<file path="src/sv/framed_message_receiver_crc16_defines.svh">
// Assertion helpers for the framed message receiver.
`ifndef FRAMED_MESSAGE_RECEIVER_CRC16_DEFINES_SVH
`define FRAMED_MESSAGE_RECEIVER_CRC16_DEFINES_SVH

`ifndef SYNTHESIS
`define FMR_ASSERT_IMP(lbl, clk, rstn, ante, cons, msg) \
  lbl: assert property (@(posedge clk) disable iff (!rstn) (ante) |-> (cons)) \
    else $error(msg);
`define FMR_ASSERT_NEXT(lbl, clk, rstn, ante, cons, msg) \
  lbl: assert property (@(posedge clk) disable iff (!rstn) (ante) |=> (cons)) \
    else $error(msg);
`else
`define FMR_ASSERT_IMP(lbl, clk, rstn, ante, cons, msg)
`define FMR_ASSERT_NEXT(lbl, clk, rstn, ante, cons, msg)
`endif

`endif

</file>
<file path="src/sv/fmr_pkg.sv">
package fmr_pkg;

  localparam logic [7:0]  FRAME_START = 8'h1B;
  localparam logic [7:0]  FRAME_TOKEN = 8'h0E;
  localparam logic [15:0] CRC_INIT    = 16'hFFFF;
  localparam logic [15:0] CRC_POLY    = 16'h8408;

  localparam int unsigned PADDR_W = 3;
  localparam logic        REG_MAX_PAYLOAD = 1'b0;

  localparam logic [1:0] STATUS_BUSY  = 2'd0;
  localparam logic [1:0] STATUS_DONE  = 2'd1;
  localparam logic [1:0] STATUS_ERROR = 2'd2;

  typedef struct packed {
    logic [1:0]  status;
    logic        body_valid;
    logic [7:0]  body_byte;
    logic [15:0] body_offset;
    logic [15:0] seq_number;
    logic [15:0] msg_length;
    logic [16:0] error_position;
  } fmr_result_t;

  function automatic logic [15:0] crc16_byte(input logic [15:0] crc_in,
                                             input logic [7:0]  data);
    logic [15:0] c;
    c = crc_in ^ {8'h00, data};
    for (int i = 0; i < 8; i++) begin
      c = c[0] ? ((c >> 1) ^ CRC_POLY) : (c >> 1);
    end
    return c;
  endfunction

endpackage

</file>
<file path="src/sv/fmr_cfg_regs.sv">
module fmr_cfg_regs (
  input  logic                          clk_i,
  input  logic                          rst_ni,
  input  logic                          psel,
  input  logic                          penable,
  input  logic                          pwrite,
  input  logic [fmr_pkg::PADDR_W-1:0]   paddr,
  input  logic [31:0]                   pwdata,
  output logic [31:0]                   prdata,
  output logic                          pready,
  output logic [15:0]                   max_payload_o
);
  import fmr_pkg::*;

  logic [15:0] max_payload_q;
  logic        wr_en;

  assign pready = 1'b1;
  assign wr_en  = psel && penable && pwrite && (paddr[2] == REG_MAX_PAYLOAD);

  always_ff @(posedge clk_i or negedge rst_ni) begin
    if (!rst_ni) begin
      max_payload_q <= 16'd512;
    end else if (wr_en) begin
      max_payload_q <= pwdata[15:0];
    end
  end

  always_comb begin
    prdata = 32'd0;
    if (paddr[2] == REG_MAX_PAYLOAD) begin
      prdata = {16'd0, max_payload_q};
    end
  end

  assign max_payload_o = max_payload_q;
endmodule

</file>
<file path="src/sv/fmr_in_reg.sv">
module fmr_in_reg (
  input  logic       clk_i,
  input  logic       rst_ni,
  input  logic       s_tvalid_i,
  input  logic [7:0] s_tdata_i,
  input  logic       take_i,
  output logic       s_tready_o,
  output logic       byte_valid_o,
  output logic [7:0] byte_o
);
  logic       valid_q;
  logic [7:0] byte_q;

  assign s_tready_o = !valid_q || take_i;

  always_ff @(posedge clk_i or negedge rst_ni) begin
    if (!rst_ni) begin
      valid_q <= 1'b0;
    end else if (s_tready_o) begin
      valid_q <= s_tvalid_i;
    end
  end

  always_ff @(posedge clk_i) begin
    if (s_tready_o && s_tvalid_i) begin
      byte_q <= s_tdata_i;
    end
  end

  assign byte_valid_o = valid_q;
  assign byte_o       = byte_q;
endmodule

</file>
<file path="src/sv/fmr_parser.sv">
module fmr_parser (
  input  logic                 clk_i,
  input  logic                 rst_ni,
  input  logic                 byte_valid_i,
  input  logic [7:0]           rx_byte_i,
  input  logic [15:0]          max_payload_i,
  input  logic                 m_tready_i,
  output logic                 take_o,
  output logic                 out_valid_o,
  output fmr_pkg::fmr_result_t result_o
);
  import fmr_pkg::*;

  logic [16:0] pos_q, pos_d;
  logic [15:0] len_q, len_d;
  logic        len_hi_q, len_hi_d;
  logic [15:0] seq_q, seq_d;
  logic [15:0] crc_q, crc_d;
  logic [7:0]  crc_lo_q, crc_lo_d;
  logic [16:0] err_pos_q, err_pos_d;
  logic        out_valid_q;
  fmr_result_t result_q, result_d;

  logic [16:0] body_end;
  logic [15:0] crc_base;
  logic        ok;
  logic        done;
  logic        in_body;

  assign take_o   = byte_valid_i && (!out_valid_q || m_tready_i);
  assign body_end = {1'b0, len_q} + 17'd8;
  assign in_body  = (pos_q > 17'd7) && (pos_q < body_end);

  always_comb begin
    pos_d     = pos_q;
    len_d     = len_q;
    len_hi_d  = len_hi_q;
    seq_d     = seq_q;
    crc_lo_d  = crc_lo_q;
    err_pos_d = err_pos_q;
    crc_base  = crc_q;
    ok        = 1'b1;
    done      = 1'b0;
    result_d  = '0;

    if (in_body) begin
      result_d.body_valid  = 1'b1;
      result_d.body_byte   = rx_byte_i;
      result_d.body_offset = 16'(pos_q - 17'd8);
    end else if (pos_q == 17'd0) begin
      ok       = (rx_byte_i == FRAME_START);
      crc_base = CRC_INIT;
    end else if (pos_q == 17'd1) begin
      seq_d = {8'h00, rx_byte_i};
    end else if (pos_q == 17'd2) begin
      seq_d = {rx_byte_i, seq_q[7:0]};
    end else if (pos_q == 17'd3) begin
      len_d    = {8'h00, rx_byte_i};
      len_hi_d = 1'b0;
    end else if (pos_q == 17'd4) begin
      len_d = {rx_byte_i, len_q[7:0]};
    end else if (pos_q == 17'd5) begin
      len_hi_d = (rx_byte_i != 8'h00);
    end else if (pos_q == 17'd6) begin
      ok = !len_hi_q && (rx_byte_i == 8'h00) && (len_q != 16'd0) &&
           (len_q <= max_payload_i);
    end else if (pos_q == 17'd7) begin
      ok = (rx_byte_i == FRAME_TOKEN);
    end else if (pos_q == body_end) begin
      crc_lo_d = rx_byte_i;
    end else if (pos_q == body_end + 17'd1) begin
      ok   = ({rx_byte_i, crc_lo_q} == crc_q);
      done = ok;
    end

    crc_d = crc_base;
    if (ok) begin
      if (pos_q < body_end) begin
        crc_d = crc16_byte(crc_base, rx_byte_i);
      end
      pos_d           = done ? 17'd0 : pos_q + 17'd1;
      result_d.status = done ? STATUS_DONE : STATUS_BUSY;
    end else begin
      result_d.status = STATUS_ERROR;
      err_pos_d       = pos_q;
      pos_d           = 17'd0;
      len_d           = 16'd0;
      len_hi_d        = 1'b0;
    end

    result_d.seq_number     = seq_d;
    result_d.msg_length     = len_d;
    result_d.error_position = err_pos_d;
  end

  always_ff @(posedge clk_i or negedge rst_ni) begin
    if (!rst_ni) begin
      pos_q       <= '0;
      len_q       <= '0;
      len_hi_q    <= 1'b0;
      seq_q       <= '0;
      crc_q       <= '0;
      crc_lo_q    <= '0;
      err_pos_q   <= '0;
      out_valid_q <= 1'b0;
    end else begin
      if (take_o) begin
        pos_q     <= pos_d;
        len_q     <= len_d;
        len_hi_q  <= len_hi_d;
        seq_q     <= seq_d;
        crc_q     <= crc_d;
        crc_lo_q  <= crc_lo_d;
        err_pos_q <= err_pos_d;
      end
      if (take_o) begin
        out_valid_q <= 1'b1;
      end else if (m_tready_i) begin
        out_valid_q <= 1'b0;
      end
    end
  end

  always_ff @(posedge clk_i) begin
    if (take_o) begin
      result_q <= result_d;
    end
  end

  assign out_valid_o = out_valid_q;
  assign result_o    = result_q;
endmodule

</file>
<file path="src/sv/framed_message_receiver_crc16.sv">
// Framed message receiver: takes one received byte per request and parses frames of the form
// start byte 0x1B, 16-bit sequence number, 32-bit length, token 0x0E, payload, and a CRC-16
// (reflected, polynomial 0x8408, initial value 0xFFFF), all little-endian. Every byte gives
// exactly one result: status (in progress, complete with good CRC, or format or CRC error), the
// payload byte with its offset when the byte is payload, and the current sequence number,
// length and last error position. The block sustains one byte per clock cycle while m_tready
// keeps results flowing; each byte passes through one input register and one result register,
// with the byte-wide CRC update and the frame position compare in between.
// Write max_payload at address 0 only while the block is idle.
`include "framed_message_receiver_crc16_defines.svh"

module framed_message_receiver_crc16 (
  input  logic                        clk_i,
  input  logic                        rst_ni,
  input  logic                        s_tvalid,
  output logic                        s_tready,
  input  logic [7:0]                  s_tdata,   // [7:0] rx_byte
  output logic                        m_tvalid,
  input  logic                        m_tready,
  // [7:0] body_byte, [23:8] body_offset, [39:24] seq_number, [55:40] msg_length,
  // [72:56] error_position, [79:73] zero
  output logic [79:0]                 m_tdata,
  output logic [2:0]                  m_tuser,   // [1:0] status, [2] body_valid
  input  logic                        psel,
  input  logic                        penable,
  input  logic                        pwrite,
  input  logic [fmr_pkg::PADDR_W-1:0] paddr,
  input  logic [31:0]                 pwdata,
  output logic [31:0]                 prdata,
  output logic                        pready
);
  import fmr_pkg::*;

  logic [15:0] max_payload;
  logic        take;
  logic        byte_valid;
  logic [7:0]  rx_byte;
  fmr_result_t result;

  fmr_cfg_regs u_cfg (
    .clk_i         (clk_i),
    .rst_ni        (rst_ni),
    .psel          (psel),
    .penable       (penable),
    .pwrite        (pwrite),
    .paddr         (paddr),
    .pwdata        (pwdata),
    .prdata        (prdata),
    .pready        (pready),
    .max_payload_o (max_payload)
  );

  fmr_in_reg u_in (
    .clk_i        (clk_i),
    .rst_ni       (rst_ni),
    .s_tvalid_i   (s_tvalid),
    .s_tdata_i    (s_tdata),
    .take_i       (take),
    .s_tready_o   (s_tready),
    .byte_valid_o (byte_valid),
    .byte_o       (rx_byte)
  );

  fmr_parser u_parser (
    .clk_i         (clk_i),
    .rst_ni        (rst_ni),
    .byte_valid_i  (byte_valid),
    .rx_byte_i     (rx_byte),
    .max_payload_i (max_payload),
    .m_tready_i    (m_tready),
    .take_o        (take),
    .out_valid_o   (m_tvalid),
    .result_o      (result)
  );

  assign m_tdata = {7'd0, result.error_position, result.msg_length, result.seq_number,
                    result.body_offset, result.body_byte};
  assign m_tuser = {result.body_valid, result.status};

  `FMR_ASSERT_IMP(a_err_not_body, clk_i, rst_ni,
                  m_tvalid && (m_tuser[1:0] == STATUS_ERROR), !m_tuser[2],
                  "Error status reported on a payload byte.")
  `FMR_ASSERT_IMP(a_done_has_len, clk_i, rst_ni,
                  m_tvalid && (m_tuser[1:0] == STATUS_DONE), m_tdata[55:40] != 16'd0,
                  "Completed frame reports a zero length.")
  `FMR_ASSERT_IMP(a_stall_blocks, clk_i, rst_ni,
                  byte_valid && m_tvalid && !m_tready, !s_tready && !take,
                  "Input taken while both stages are stalled.")
  `FMR_ASSERT_NEXT(a_take_gives_out, clk_i, rst_ni, take, m_tvalid,
                   "Taken byte produced no result.")
endmodule
</file>
<file path="config.mk">
export PLATFORM = sky130hd
export DESIGN_NAME = framed_message_receiver_crc16
export DESIGN_NICKNAME = d
export VERILOG_FILES = /design/src/sv/fmr_pkg.sv /design/src/sv/fmr_cfg_regs.sv /design/src/sv/fmr_in_reg.sv /design/src/sv/fmr_parser.sv /design/src/sv/framed_message_receiver_crc16.sv
export VERILOG_INCLUDE_DIRS = /design/src /design/src/sv
export SDC_FILE = /design/constraint.sdc
export NUM_CORES = 1
export LEC_CHECK = 0
export BUFFER_PORTS_ARGS = -buffer_cell sky130_fd_sc_hd__buf_4
export CAP_MARGIN = 20
export CORE_ASPECT_RATIO = 0.6
export CORE_MARGIN = 4
export CORE_UTILIZATION = 52
export CTS_CLUSTER_SIZE = 12
export DETAILED_ROUTE_END_ITERATION = 10
export PLACE_DENSITY = 0.74
export SLEW_MARGIN = 20
export SYNTH_ARGS = -nofsm -noshare
export SYNTH_HDL_FRONTEND = slang
export SYNTH_SLANG_ARGS = --single-unit
</file>
<file path="constraint.sdc">
create_clock -name clk_i -period 4.1 [get_ports clk_i]
set_input_delay 0.205 -clock clk_i [delete_from_list [all_inputs] [get_ports clk_i]]
set_output_delay 0.205 -clock clk_i [all_outputs]
set_load 0.02 [all_outputs]
</file>
Word-level counts from Yosys, hierarchy flattened
Cells that the tools add are included.
W data, S select, Z words.

word-level totals
  flip-flop bits (word level) = 193
  bits of input ports = 50

operators by class
  add/subtract/negate cells = 4
  order comparisons = 3
  equality and inequality tests = 18
  multiplexer cells = 61
  bitwise operators = 19
  reduce and logical (&&, ||, !) cells = 21

operator list
  operator                 number
  $mux W16                 24
  $eq A17 B3 Y1 const B    4
  $mux W17                 3
  $add A17 B1 Y17 const B  2
  $eq A17 B17 Y1           2
  $eq A17 B2 Y1 const B    2
  $mux W1                  33
  $mux W25                 1
  $not A2 Y3               8
  $add A16 B4 Y17 const B  1
  $eq A17 B1 Y1 const B    1
  $gt A17 B3 Y1 const B    1
  $logic_not A17 Y1        1
  $lt A17 B17 Y1           1
  $eq A16 B16 Y1           1
  $le A16 B16 Y1           1
  $reduce_bool A16 Y1      1
  $sub A16 B4 Y16 const B  1
  $xor A16 B8 Y16          1
  $reduce_and A11 Y1       1
  $not A1 Y1               10
  $logic_and A1 B1 Y1      9
  $eq A8 B4 Y1 const B     1
  $eq A8 B5 Y1 const B     1
  other kinds (8)          15

Longest topological paths before layout
  word-level depth = 23
  gate-level depth with buffers = 19

Hierarchy
From an unflattened synthesis, not the netlist that was laid out.

second synthesis, totals
  cell total of the unflattened synthesis = 1150
  area, all modules = 11654.9 µm²

modules (own cells, without submodules)
  module                         instances  cells an instance  area an instance (µm²)  seq. area each (µm²)
  fmr_parser                     1          1060               10403.7                 4584.4
  fmr_cfg_regs                   1          70                 900.9                   401.6
  fmr_in_reg                     1          12                 294.0                   265.3
  framed_message_receiver_crc16  1          8                  56.3                    0.0

Worst setup path after synthesis
Ideal clock, no wire load.

  path type = register -> register
  from = reg u_parser.out_valid_q, in the netlist u_parser.out_valid_o
  to = reg u_parser.len_q[10]
  setup time = 0.122 ns
  arrival = 4.033 ns
  required time = 3.978 ns
  path slack = -0.055 ns
  stages on the path, launching flop included = 8
  path buffers = 2
  period minus slack after synthesis = 4.155 ns
  cells stage by stage = dfrtp_1 nand2b_1 nand2_1 buf_2 inv_1 buf_1 o21ai_2 a22o_1

between the ends
  word-level cells in the longest chain between the ends = 3

ends and longest elaborated chain
  what                      line                                 text
  start: declaration        fmr_parser.sv:21                     logic out_valid_q;
  start signal: assignment  fmr_parser.sv:105                    out_valid_q <= 1'b0;
  start signal: assignment  fmr_parser.sv:117                    out_valid_q <= 1'b1;
  start signal: assignment  fmr_parser.sv:119                    out_valid_q <= 1'b0;
  $logic_not A1 Y1          fmr_parser.sv:30                     assign take_o = byte_valid_i && (!out_valid_q || m_tready_i);
  $logic_or A1 B1 Y1        fmr_parser.sv:30
  $logic_and A1 B1 Y1       fmr_parser.sv:30
  net take                  framed_message_receiver_crc16.sv:35  logic take;
  end signal: assignment    fmr_parser.sv:109                    len_q <= len_d;
  end: declaration          fmr_parser.sv:15                     logic [15:0] len_q, len_d;

The timed path passes the listed nets, and every way through them passes these cells.
A chain may end at the register's enable or synchronous reset.

Worst setup path after layout
  from = reg u_parser.len_q[3]
  to = reg u_parser.result_q (netlist bit u_parser.result_o[6]) (data pin)

between the ends
  word-level cells in the longest chain between the ends = 15
  elaborated cells on any way between the ends = 22
  those cells by class = add/sub: 2; order compare: 2; eq/ne: 2; mux: 12; reduce/logical: 4

ends and longest elaborated chain
  what                       line               text
  $add A16 B4 Y17            fmr_parser.sv:31   assign body_end = {1'b0, len_q} + 17'd8;
  $add A17 B1 Y17            fmr_parser.sv:71   end else if (pos_q == body_end + 17'd1) begin
  $eq A17 B17 Y1             fmr_parser.sv:71
  $mux W1                    fmr_parser.sv:71
  $mux W1                    fmr_parser.sv:69   end else if (pos_q == body_end) begin
  $mux W1                    fmr_parser.sv:67   end else if (pos_q == 17'd7) begin
  $mux W1                    fmr_parser.sv:64   end else if (pos_q == 17'd6) begin
  $mux W1                    fmr_parser.sv:62   end else if (pos_q == 17'd5) begin
  $mux W1                    fmr_parser.sv:60   end else if (pos_q == 17'd4) begin
  $mux W1                    fmr_parser.sv:57   end else if (pos_q == 17'd3) begin
  $mux W1                    fmr_parser.sv:55   end else if (pos_q == 17'd2) begin
  $mux W1                    fmr_parser.sv:53   end else if (pos_q == 17'd1) begin
  $mux W1                    fmr_parser.sv:50   end else if (pos_q == 17'd0) begin
  $mux W1 *                  fmr_parser.sv:46   if (in_body) begin
  $mux W17 *                 fmr_parser.sv:77   if (ok) begin
  net u_parser.err_pos_d[6]  fmr_parser.sv:20   logic [16:0] err_pos_q, err_pos_d;
  end signal: assignment     fmr_parser.sv:126  result_q <= result_d;
  end: declaration           fmr_parser.sv:22   fmr_result_t result_q, result_d;

Mark *: on every way through the listed nets, which the timed path passes. The rest lies on a longest branch.

==> flow_metrics.env <==
export IMPL_outcome="finished clean"
export IMPL_io_pins=168
export IMPL_synth_edf_count=84
export IMPL_yosys_warnings=0
export IMPL_r2r_slack_ps=130
export IMPL_hold_violations_final=0
export IMPL_drt_antenna_violating_nets=0
export IMPL_first_pass_grt_wire_length_mm=47.3
export IMPL_total_number_of_vias=9034
export IMPL_postSynth_topFlopCell="sky130_fd_sc_hd__dfrtp_1"
export IMPL_crit_family="compound AO/OA/AOI/OAI gates"
export IMPL_synth_yosys_seq_area_share=0.467
export IMPL_worst_setup_path_endpoint="u_parser.result_o[6]$_DFFE_PP_"
export IMPL_timing_final_crit_share=0.967
export IMPL_critical_path_class="reg -> reg"
export IMPL_number_of_global_route_vias_before_repair=8441
export IMPL_asyncSetResetFlopFracSynth=0.565
export IMPL_netlist_area_mm2=0.0112
export IMPL_routed_via_density=5.84
export IMPL_die_height_um=122
export IMPL_syn2layout_area_growth_pct=25.6
export IMPL_final_setup_viol_count=0
export IMPL_initial_core_util=0.532
export IMPL_core_area_mm2=0.0211
export IMPL_layout_fillers=1595
export IMPL_max_vdd_ir_drop_mv=0.368
export IMPL_worstRegToRegCells=16
export IMPL_worstPathCellList="buf_4, nand3_2, o31a_1, nor2_2, ha_1, a21o_1, a21o_1, a22oi_2, nand4_1, buf_4, nand2_2, nand4b_1, o21ai_2, a31oi_4, buf_12, mux2_2"
export IMPL_finalMaxSlewViolations=0
export IMPL_endpoint_kind="flip-flop"
export IMPL_critPathArrivalTime_ps=4160
export IMPL_globalRouteTotalUtil=0.252
export IMPL_timing_hold_worst_class="in -> reg"
export IMPL_cell_with_the_biggest_individual_delay_on_the_critical_path="sky130_fd_sc_hd__dfrtp_1"
export IMPL_row_count=41
export IMPL_clock_tree_from_tritoncts="built"
export IMPL_clock_tree_sinks=193
export IMPL_drcViolationCount=0
export IMPL_mapped_cells=1034
export IMPL_critPathLaunch="u_parser.len_q[3]$_DFFE_PN0P_"
export IMPL_grt_start_max_net_pins=51
export IMPL_initialDrtViolationCount=953
export IMPL_place_detailed_instances=1480
export IMPL_worst_hold_slack_ps=54.7
export IMPL_final_min_clock_period_ps=3970
export IMPL_maxSlewHeadroom=0.436
export IMPL_detailed_place_hpwl_mm=21.7
export IMPL_insertion_delay_ps=450
export IMPL_crit_buf_inv=3
export IMPL_number_of_buffer_cells_added_on_primary_ports=125
export IMPL_path_max_fanout=11
export IMPL_leakage_nw=6.25
export IMPL_yosys_register_bits=193
export IMPL_worst_setup_path_start_kind="flip-flop"
export IMPL_multiInputGateArea_mm2=0.00565
export IMPL_total_detailed_routing_wirelength_mm=30.8
export IMPL_regArea_mm2=0.00526
export IMPL_antennaDiodeCount=0
export IMPL_critical_path_cell_count=16
export IMPL_max_stage_delay_ps=420
export IMPL_number_of_antenna_violations_at_the_first_check_in_global_routing=0
export IMPL_maxClockFrequency_mhz=252
export IMPL_gp_congestion=0.917
export IMPL_drt_first_pass_iters=5
export IMPL_worst_ep_required_time_ps=4290
export IMPL_cts_clk_slew_worst_paths_ps=70
export IMPL_fin_cells=1547
export IMPL_drt_wirelength_per_cell_um=19.9
export IMPL_grt_overflow_total=0
export IMPL_reg2reg_from="u_parser.len_q[3]$_DFFE_PN0P_"
export IMPL_worst_slew_pin_slew_ps=842
export IMPL_maxCapViolCount=0
export IMPL_cts_htree_levels=4
export IMPL_total_power_mw=6.20
export IMPL_final_setup_tns_ps=0
export IMPL_design_die_area_mm2=0.0241
export IMPL_powerDensity_mw_per_mm2=439
export IMPL_num_nets_final=1349
export IMPL_avgSynthCellArea_um2=10.9
export IMPL_die_w_um=198
export IMPL_ctsRootBufferMaster="sky130_fd_sc_hd__clkbuf_16"
export IMPL_yosys_cell_types_count=85
export IMPL_cts_buffer_depth=2
export IMPL_numCtsBuffers=17
export IMPL_worst_r2r_endpoint="u_parser.result_o[6]$_DFFE_PP_"
export IMPL_clock_skew_final_ps=14.6
export IMPL_layout_drive_gt1_share=0.325
==> layer usage <==
metal,track usage,up-vias,part of all wire
li1,-,4123,-
met1,0.387,4436,0.46
met3,0.0685,35,0.096
met5,0,-,0
met2,0.356,440,0.43
met4,0.0580,0,0.016
==> cells in the mapped netlist, types with 4 or more instances <==
master	number	share of area
sky130_fd_sc_hd__nand3b_1	7	0.0047
sky130_fd_sc_hd__a22oi_1	14	0.0093
sky130_fd_sc_hd__a2bb2oi_1	12	0.0093
sky130_fd_sc_hd__mux2_4	10	0.013
sky130_fd_sc_hd__xnor2_1	50	0.039
sky130_fd_sc_hd__a21o_1	11	0.0073
sky130_fd_sc_hd__nand3_1	36	0.016
sky130_fd_sc_hd__nor4_1	22	0.012
sky130_fd_sc_hd__inv_1	28	0.0093
sky130_fd_sc_hd__o21ai_0	23	0.010
sky130_fd_sc_hd__a22o_1	34	0.026
sky130_fd_sc_hd__nand4b_1	4	0.0031
sky130_fd_sc_hd__nor2b_1	7	0.0039
sky130_fd_sc_hd__a21oi_1	21	0.0093
sky130_fd_sc_hd__ha_1	44	0.049
sky130_fd_sc_hd__o311ai_0	4	0.0031
sky130_fd_sc_hd__nand2b_1	12	0.0067
sky130_fd_sc_hd__mux2i_1	11	0.0098
sky130_fd_sc_hd__a221o_1	4	0.0036
sky130_fd_sc_hd__dfrtp_1	108	0.24
sky130_fd_sc_hd__buf_2	11	0.0049
sky130_fd_sc_hd__mux2_2	64	0.064
sky130_fd_sc_hd__nor2_1	96	0.032
sky130_fd_sc_hd__buf_4	32	0.021
sky130_fd_sc_hd__and3_1	17	0.0095
sky130_fd_sc_hd__nor3_1	21	0.0093
sky130_fd_sc_hd__nand4_1	18	0.010
sky130_fd_sc_hd__clkbuf_1	46	0.015
sky130_fd_sc_hd__and2_1	16	0.0089
sky130_fd_sc_hd__o31ai_1	6	0.0040
sky130_fd_sc_hd__xor2_1	36	0.028
sky130_fd_sc_hd__edfxtp_1	84	0.22
sky130_fd_sc_hd__nand2_1	50	0.017
==> metrics by stage <==
step                 util  area [um^2]  setup slack, ps
floorplan               -        11300             51.2
detailed placement  0.617        13000            -24.4
finish              0.668        14100              133
global placement    0.617        13000             36.4
CTS                 0.656        13900             9.84
global route        0.668        14100            -91.5
==> area by class of cell <==
class | instances | area share
flip-flops and latches | 193 | 0.372
well taps | 279 | 0.0247
multi-input cells | 738 | 0.400
clock inverters | 14 | 0.00762
repair buffers | 275 | 0.157
inverters | 30 | 0.00806
clock buffers | 18 | 0.0304
==> layout by cell type, fill, tap and decap left out, types with 10 or more instances in the layout <==
cell type,count
sky130_fd_sc_hd__and2_1,16
sky130_fd_sc_hd__xor2_1,35
sky130_fd_sc_hd__a22oi_1,13
sky130_fd_sc_hd__inv_1,27
sky130_fd_sc_hd__xnor2_1,49
sky130_fd_sc_hd__conb_1,24
sky130_fd_sc_hd__nor2_1,94
sky130_fd_sc_hd__nor3_1,21
sky130_fd_sc_hd__ha_1,40
sky130_fd_sc_hd__nand4_1,18
sky130_fd_sc_hd__edfxtp_1,84
sky130_fd_sc_hd__mux2_4,10
sky130_fd_sc_hd__dlygate4sd3_1,26
sky130_fd_sc_hd__mux2_2,64
sky130_fd_sc_hd__a22o_1,34
sky130_fd_sc_hd__a2bb2oi_1,12
sky130_fd_sc_hd__nand2b_1,12
sky130_fd_sc_hd__dfrtp_1,105
sky130_fd_sc_hd__mux2i_1,11
sky130_fd_sc_hd__nand3_1,32
sky130_fd_sc_hd__buf_4,240
sky130_fd_sc_hd__clkbuf_16,17
sky130_fd_sc_hd__o21ai_0,23
sky130_fd_sc_hd__a21oi_1,20
sky130_fd_sc_hd__a21o_1,11
sky130_fd_sc_hd__nand2_1,50
sky130_fd_sc_hd__and3_1,13
sky130_fd_sc_hd__nor4_1,19
==> sequential cells by signal, indices dropped and copies added (netlist names) <==
register	count
u_cfg.max_payload_o	16
u_in.byte_o	8
u_in.byte_valid_o	1
u_parser.crc_lo_q	8
u_parser.crc_q	16
u_parser.err_pos_q	17
u_parser.len_hi_q	1
u_parser.len_q	16
u_parser.out_valid_o	1
u_parser.pos_q	17
u_parser.result_o	76
u_parser.seq_q	16
==> worst min path at each step <==
stage | start | endpoint | slack, ps | cells after the start
3_3_place_gp | rst_ni | u_parser.err_pos_q[3]$_DFFE_PN0P_ | 140 | 1
2_1_floorplan | rst_ni | u_cfg.max_payload_o[0]$_DFFE_PN0P_ | -90 | 0
6_report | m_tready | u_parser.out_valid_o$_DFFE_PN0P_ | 50 | 3
4_1_cts | m_tready | u_parser.out_valid_o$_DFFE_PN0P_ | 40 | 3
5_1_grt | m_tready | u_parser.out_valid_o$_DFFE_PN0P_ | 30 | 3
3_5_place_dp | rst_ni | u_parser.err_pos_q[3]$_DFFE_PN0P_ | 140 | 1
==> power breakdown <==
part	total, mW	internal (mW)	switching, mW
combinational	2.09	0.950	1.14
clock	1.57	0.786	0.786
sequential	2.54	2.27	0.263
total	6.20	4.01	2.18
==> timing repair <==
action	CTS	global route
resized for setup	3	41
setup endpoints to repair	24	134
hold buffers	26	0
hold endpoints to repair	49	0
pin swaps	1	14
setup buffers	0	9
==> cell families after synthesis <==
kind of cell    Yosys count  synth area share
simple gates            332             0.155
flops                   193             0.467
compound gates          162             0.110
buf+inv                 125            0.0554
xor+xnor                 91            0.0759
mux                      85            0.0872
fa+ha+maj                44            0.0489
other cells               2          0.000668
==> tightest hold or removal path: stages <==
cell	delay (ps)
sky130_fd_sc_hd__buf_4	80
sky130_fd_sc_hd__nand2b_1	110
sky130_fd_sc_hd__nand2b_1	60
(Power assumes the default switching activity.)
